<file path="config.mk">
export PLATFORM = sky130hd
export DESIGN_NAME = mt64_seed_fill
export DESIGN_NICKNAME = d
export VERILOG_FILES = /design/src/rtl/core/mersenne_twister_64_generator_unit_assert.svh /design/src/rtl/core/mt64_pkg.sv /design/src/rtl/core/mt64_seed_fill.sv
export SDC_FILE = /design/constraint.sdc
export NUM_CORES = 2
export LEC_CHECK = 0
export ABC_CLOCK_PERIOD_IN_PS = 8400
export BUFFER_PORTS_ARGS = -buffer_cell sky130_fd_sc_hd__buf_4
export CAP_MARGIN = 5
export CORE_MARGIN = 2
export CORE_UTILIZATION = 56
export DETAILED_ROUTE_END_ITERATION = 6
export PLACE_DENSITY = 0.73
export SETUP_SLACK_MARGIN = 0.1
export SLEW_MARGIN = 20
export SYNTH_ARGS = -nofsm -noshare
export SYNTH_HDL_FRONTEND = slang
export SYNTH_SLANG_ARGS = --single-unit
export TNS_END_PERCENT = 10
</file>
<file path="constraint.sdc">
create_clock -name clk -period 8.4 [get_ports clk]
set_input_delay 0.84 -clock clk [delete_from_list [all_inputs] [get_ports clk]]
set_output_delay 0.84 -clock clk [all_outputs]
set_load 0.1 [all_outputs]
</file>
<file path="src/rtl/core/mersenne_twister_64_generator_unit_assert.svh">
// ----------------------------------------------------------------------------
// MT19937-64 assertion macros
// Shared property forms for the generator's concurrent checks.
// ----------------------------------------------------------------------------
`ifndef MERSENNE_TWISTER_64_GENERATOR_UNIT_ASSERT_SVH
`define MERSENNE_TWISTER_64_GENERATOR_UNIT_ASSERT_SVH

// same-cycle implication
`define MT64_ASSERT_IMP(label, ante, cons) \
	label: assert property (@(posedge clk) disable iff (!arst_n) (ante) |-> (cons)) \
		else $error("mt64 same-cycle check failed");

// next-cycle implication
`define MT64_ASSERT_NXT(label, ante, cons) \
	label: assert property (@(posedge clk) disable iff (!arst_n) (ante) |=> (cons)) \
		else $error("mt64 next-cycle check failed");

`endif

</file>
<file path="src/rtl/core/mt64_pkg.sv">
// ----------------------------------------------------------------------------
// MT19937-64 package
// Widths, constants and the state write request shared by the generator.
// ----------------------------------------------------------------------------
`timescale 1ns / 1ps
`default_nettype none

package mt64_pkg;

	localparam int STATE_WORDS   = 312;
	localparam int MIDDLE_OFFSET = 156;
	localparam int ADDR_W        = 9;
	localparam int WORD_W        = 64;

	typedef logic [ADDR_W-1:0] addr_t;
	typedef logic [WORD_W-1:0] word_t;

	localparam addr_t LAST_IDX = addr_t'(STATE_WORDS - 1);
	localparam addr_t MID_IDX  = addr_t'(MIDDLE_OFFSET);

	localparam word_t SEED_RESET = 64'd5489;
	localparam logic [31:0] MULT_LO = 32'h4C957F2D;
	localparam logic [31:0] MULT_HI = 32'h5851F42D;

	localparam word_t TWIST_MATRIX = 64'hB5026F5AA96619E9;
	localparam word_t HIGH_MASK    = 64'hFFFFFFFF80000000;
	localparam word_t LOW_MASK     = 64'h000000007FFFFFFF;

	localparam word_t TEMPER_D = 64'h5555555555555555;
	localparam word_t TEMPER_B = 64'h71D67FFFEDA60000;
	localparam word_t TEMPER_C = 64'hFFF7EEE000000000;

	typedef struct packed {
		logic  we;
		addr_t addr;
		word_t data;
	} wr_req_t;

endpackage

`default_nettype wire

</file>
<file path="src/rtl/core/mt64_seed_fill.sv">
// ----------------------------------------------------------------------------
// MT19937-64 seed fill
// Produces the 312 seed words w[k] = M * (w[k-1] ^ (w[k-1] >> 62)) + k as
// a stream of state writes; each word after the first passes a multiply and an add state.
// ----------------------------------------------------------------------------
`timescale 1ns / 1ps
`default_nettype none

module mt64_seed_fill (
	input  wire logic             clk,
	input  wire logic             arst_n,
	input  wire logic             start,
	input  wire mt64_pkg::word_t  seed,
	output mt64_pkg::wr_req_t     wr,
	output logic                  busy
);

	typedef enum logic [1:0] {F_IDLE, F_FIRST, F_MUL, F_ADD} fstate_t;

	fstate_t         state_q;
	mt64_pkg::word_t prev_q;
	mt64_pkg::addr_t k_q;
	mt64_pkg::word_t ll_s1;
	logic [31:0]     cr_s1;

	mt64_pkg::word_t x;
	mt64_pkg::word_t sum;

	assign x   = prev_q ^ (prev_q >> 62);
	assign sum = ll_s1 + {cr_s1, 32'b0} + mt64_pkg::word_t'(k_q);

	always_comb begin
		wr.we   = 1'b0;
		wr.addr = k_q;
		wr.data = sum;
		unique case (state_q)
			F_FIRST: begin
				wr.we   = 1'b1;
				wr.addr = '0;
				wr.data = seed;
			end
			F_ADD:   wr.we = 1'b1;
			default: wr.we = 1'b0;
		endcase
	end

	assign busy = (state_q != F_IDLE);

	always_ff @(posedge clk or negedge arst_n) begin
		if (!arst_n) begin
			state_q <= F_FIRST;
			k_q     <= '0;
		end else if (start) begin
			state_q <= F_FIRST;
			k_q     <= '0;
		end else begin
			unique case (state_q)
				F_IDLE: state_q <= F_IDLE;
				F_FIRST: begin
					k_q     <= mt64_pkg::addr_t'(1);
					state_q <= F_MUL;
				end
				F_MUL: state_q <= F_ADD;
				F_ADD: begin
					if (k_q == mt64_pkg::LAST_IDX) begin
						state_q <= F_IDLE;
					end else begin
						k_q     <= k_q + mt64_pkg::addr_t'(1);
						state_q <= F_MUL;
					end
				end
			endcase
		end
	end

	always_ff @(posedge clk) begin
		if (state_q == F_FIRST) begin
			prev_q <= seed;
		end else if (state_q == F_ADD) begin
			prev_q <= sum;
		end
		ll_s1 <= mt64_pkg::word_t'(x[31:0]) * mt64_pkg::word_t'(mt64_pkg::MULT_LO);
		cr_s1 <= 32'(x[63:32] * mt64_pkg::MULT_LO) + 32'(x[31:0] * mt64_pkg::MULT_HI);
	end

endmodule

`default_nettype wire

</file>
==> summary.json <==
{
  "status": "finished clean",
  "drt_iter0_drc": 2807,
  "post_route_cells_drive_above_1_share_pct": 6.62,
  "via_per_inst": 5.69,
  "async_reset_ff_share_pct": 6.47,
  "critPathMostFrequentCell": "fa_1",
  "slowest_stage": "edfxtp_1",
  "drt-wirelength-per-cell_um": 25.5,
  "chipHeight_um": 279,
  "worst_clock_skew_ns": 0.0124,
  "maximum_frequency_from_static_timing_analysis_mhz": 127,
  "num_vias": 30285,
  "drt_pass1_iterations": 5,
  "max_slew_headroom_pct": 18.1,
  "hp_class": "input pin to asynchronous set/reset pin",
  "crit_path_cell_trace": "inv_1, fa_1, fa_1, fa_1, inv_1, fa_1, fa_1, fa_1, fa_1, fa_1, ha_1, a21oi_1, o21ai_0, a2111oi_0, o21ai_0, a21oi_1, nand3_1, a31oi_2, o21bai_1, a21oi_1, xnor2_1",
  "min_period_over_period_pct": 94.1,
  "num_io_pins": 142,
  "cts-buffers-inserted": 17,
  "period_minus_slack_ns": 7.90,
  "fin_tns_setup_ns": 0,
  "path_buf_inv": 2,
  "cts_root_buffer": "clkbuf_16",
  "max_cap_viols": 0,
  "synth_area_per_cell_um2": 10.2,
  "synthesis.area_mm2": 0.0424,
  "cts_max_level": 4,
  "clk_latency_ns": 0.47,
  "max_stage_delay_ns": 0.71,
  "start_util_pct": 56.8,
  "final_max_slew_viol_count": 0,
  "timing_hold_violations_final": 0,
  "grt_start_max_net_pins": 60,
  "globalRouteTotalUtil_pct": 36.5,
  "synth_register_bits": 170,
  "clk_transition_reported_paths_ns": 0.08,
  "core_mm2": 0.0747,
  "gp_routability_congestion": 1.08,
  "detail_placement_hpwl_um": 122000,
  "post_synth_inst_count": 4137,
  "critical_path_required_ns": 8.79,
  "area_delta_synth_final_pct": 7.94,
  "wl_um": 136000,
  "initial_antenna_violation_count": 11,
  "timing.critical_path.arrival_ns": 8.29,
  "post_synth_cell_types": 67,
  "grt_setup_unrepaired": "no",
  "critical-path-top-delay-family": "adder cells",
  "final-setup-viol-count": 0,
  "fp-row-count": 100,
  "yosysSeqAreaShare_pct": 9.67,
  "synth_edf_count": 64,
  "worst_slew_pin_tran_ns": 1.22,
  "critical_path_peak_fanout": 10,
  "chipWidth_um": 279,
  "congestion_overflow_gr": 0,
  "grt_pass1_vias": 32163,
  "tritoncts_num_sinks": 170,
  "cts_tree": "yes",
  "synth_nets": 5841,
  "timing.critical_path.from_type": "flip-flop",
  "ctsLongestPathBuffers": 2,
  "final_nets": 6039,
  "worstSetupPathType": "flip-flop to flip-flop",
  "drtAntennaViolNets": 0,
  "ys_warn_count": 0,
  "crit_path_end_kind": "flip-flop",
  "port_buffer_count": 141,
  "drt_drc_violations_left": 0,
  "grt_pass1_wl_um": 204000,
  "die_area_mm2": 0.0779,
  "dominantRegCellSynth": "dfxtp_1"
}
-- area by class of cell --
class	count	area (um^2)
clock inverter	12	138
timing repair buffer	224	1680
fill	6251	28900
clock buffer	20	458
multi-input combinational	2743	33700
sequential	170	4100
antenna	5	12.5
inverter	1179	4430
tap	969	1210
-- worst paths after layout --
check | from | endpoint | slack [ns] | depth (start not counted)
max | prev_q[14]$_DFFE_PP_ | ll_s1[53]$_DFF_P_ | 0.50 | 21
max reg2reg | prev_q[14]$_DFFE_PP_ | ll_s1[53]$_DFF_P_ | 0.50 | 21
min in group clk | start | k_q[8]$_DFFE_PN0P_ | 0.63 | 2
min | arst_n | k_q[8]$_DFFE_PN0P_ | 0.19 | 1
min reg2reg | k_q[8]$_DFFE_PN0P_ | k_q[8]$_DFFE_PN0P_ | 0.69 | 2
max in group asynchronous | arst_n | state_q[0]$_DFF_PN1_ | 7.98 | 1
-- layout by cell type (no fill, tap or decap), types with 5 or more instances in the layout --
cell type and count:
clkbuf_16 18, xnor2_1 145, o21ai_0 93, nand2b_1 12, nand2_1 121, o21a_1 13
inv_1 1179, dfrtp_1 10, mux2_2 5, a21boi_0 5, nand3_1 31, o21ai_1 12
a21o_1 68, buf_4 224, edfxtp_1 64, fa_1 849, and2_1 15, o211ai_1 7
a31oi_1 11, or2_2 9, nor3_1 28, a211o_1 6, nor4_1 6, and3_1 14
nand4_1 26, dfxtp_1 95, o21bai_1 28, a22oi_1 7, nor2b_1 7, a21oi_1 170
diode_2 5, ha_1 788, xor2_1 67, a211oi_1 17, o31ai_1 10, or3_1 5
nor2_1 113
-- sequential cells by signal, summed over array words and instances, names as in the netlist --
register and count:
cr_s1 32, k_q 9, ll_s1 63, prev_q 64, state_q 2
-- cells in the mapped netlist, drive strengths merged (6+ instances only) --
library cell	instances	area, um^2
a211o	6	52.6
a211oi	17	128
a21o	68	510
a21oi	171	860
a22oi	7	52.6
a31oi	13	81.3
and2	15	93.8
and3	14	87.6
clkbuf	44	165
dfrtp	10	250
dfxtp	95	1900
edfxtp	64	1920
fa	849	17000
ha	788	9860
inv	1179	4430
nand2	121	454
nand2b	13	81.3
nand3	31	155
nand4	28	188
nor2	114	428
nor2b	7	43.8
nor3	28	140
nor4	6	37.5
o211ai	7	52.6
o21a	13	97.6
o21ai	107	543
o21bai	28	210
o31ai	10	75.1
or2	9	56.3
xnor2	145	1270
xor2	68	596
-- kinds of logic after synthesis --
| family | Yosys count | share of synthesized area (%) |
|---|---|---|
| adder cells (fa/ha/maj) | 1637 | 63.3 |
| flip-flops | 170 | 9.67 |
| XOR/XNOR | 213 | 4.40 |
| AO/OA/AOI/OAI | 484 | 7.10 |
| AND/OR/NAND/NOR | 404 | 4.51 |
| buffers and inverters | 1224 | 10.8 |
| multiplexers | 5 | 0.133 |
-- per-layer routing --
metal | share of wire, % | up-vias | track usage (%)
met3 | 12 | 270 | 11.8
met4 | 4.4 | 0 | 13.7
met5 | 0 | - | 0
met1 | 40 | 15179 | 49.7
met2 | 43 | 1538 | 54.4
li1 | - | 13298 | -
-- metrics by stage --
| step | util [%] | cell area [um^2] | hold WS [ns] | cells | worst slack (ns) |
|---|---|---|---|---|---|
| 4_1_cts | 61.1 | 45600 | 0.176 | 5304 | 0.232 |
| 3_3_place_gp | 60.3 | 45000 | 0.662 | 5272 | 0.283 |
| 2_1_floorplan | - | 42400 | 0.544 | 4137 | 0.954 |
| 3_5_place_dp | 60.3 | 45000 | 0.664 | 5272 | 0.243 |
| 6_report | 61.3 | 45800 | 0.192 | 5322 | 0.499 |
| 5_1_grt | 61.2 | 45700 | 0.185 | 5317 | 0.102 |
-- repair_timing --
item | CTS | global route
gates resized for setup | 0 | 3
setup buffers | 0 | 13
endpoints found under the setup margin | 0 | 13
hold buffers | 0 | 0
Power is not shown: default switching activity piles up to over one toggle a cycle in this logic, so the estimate is an artifact.
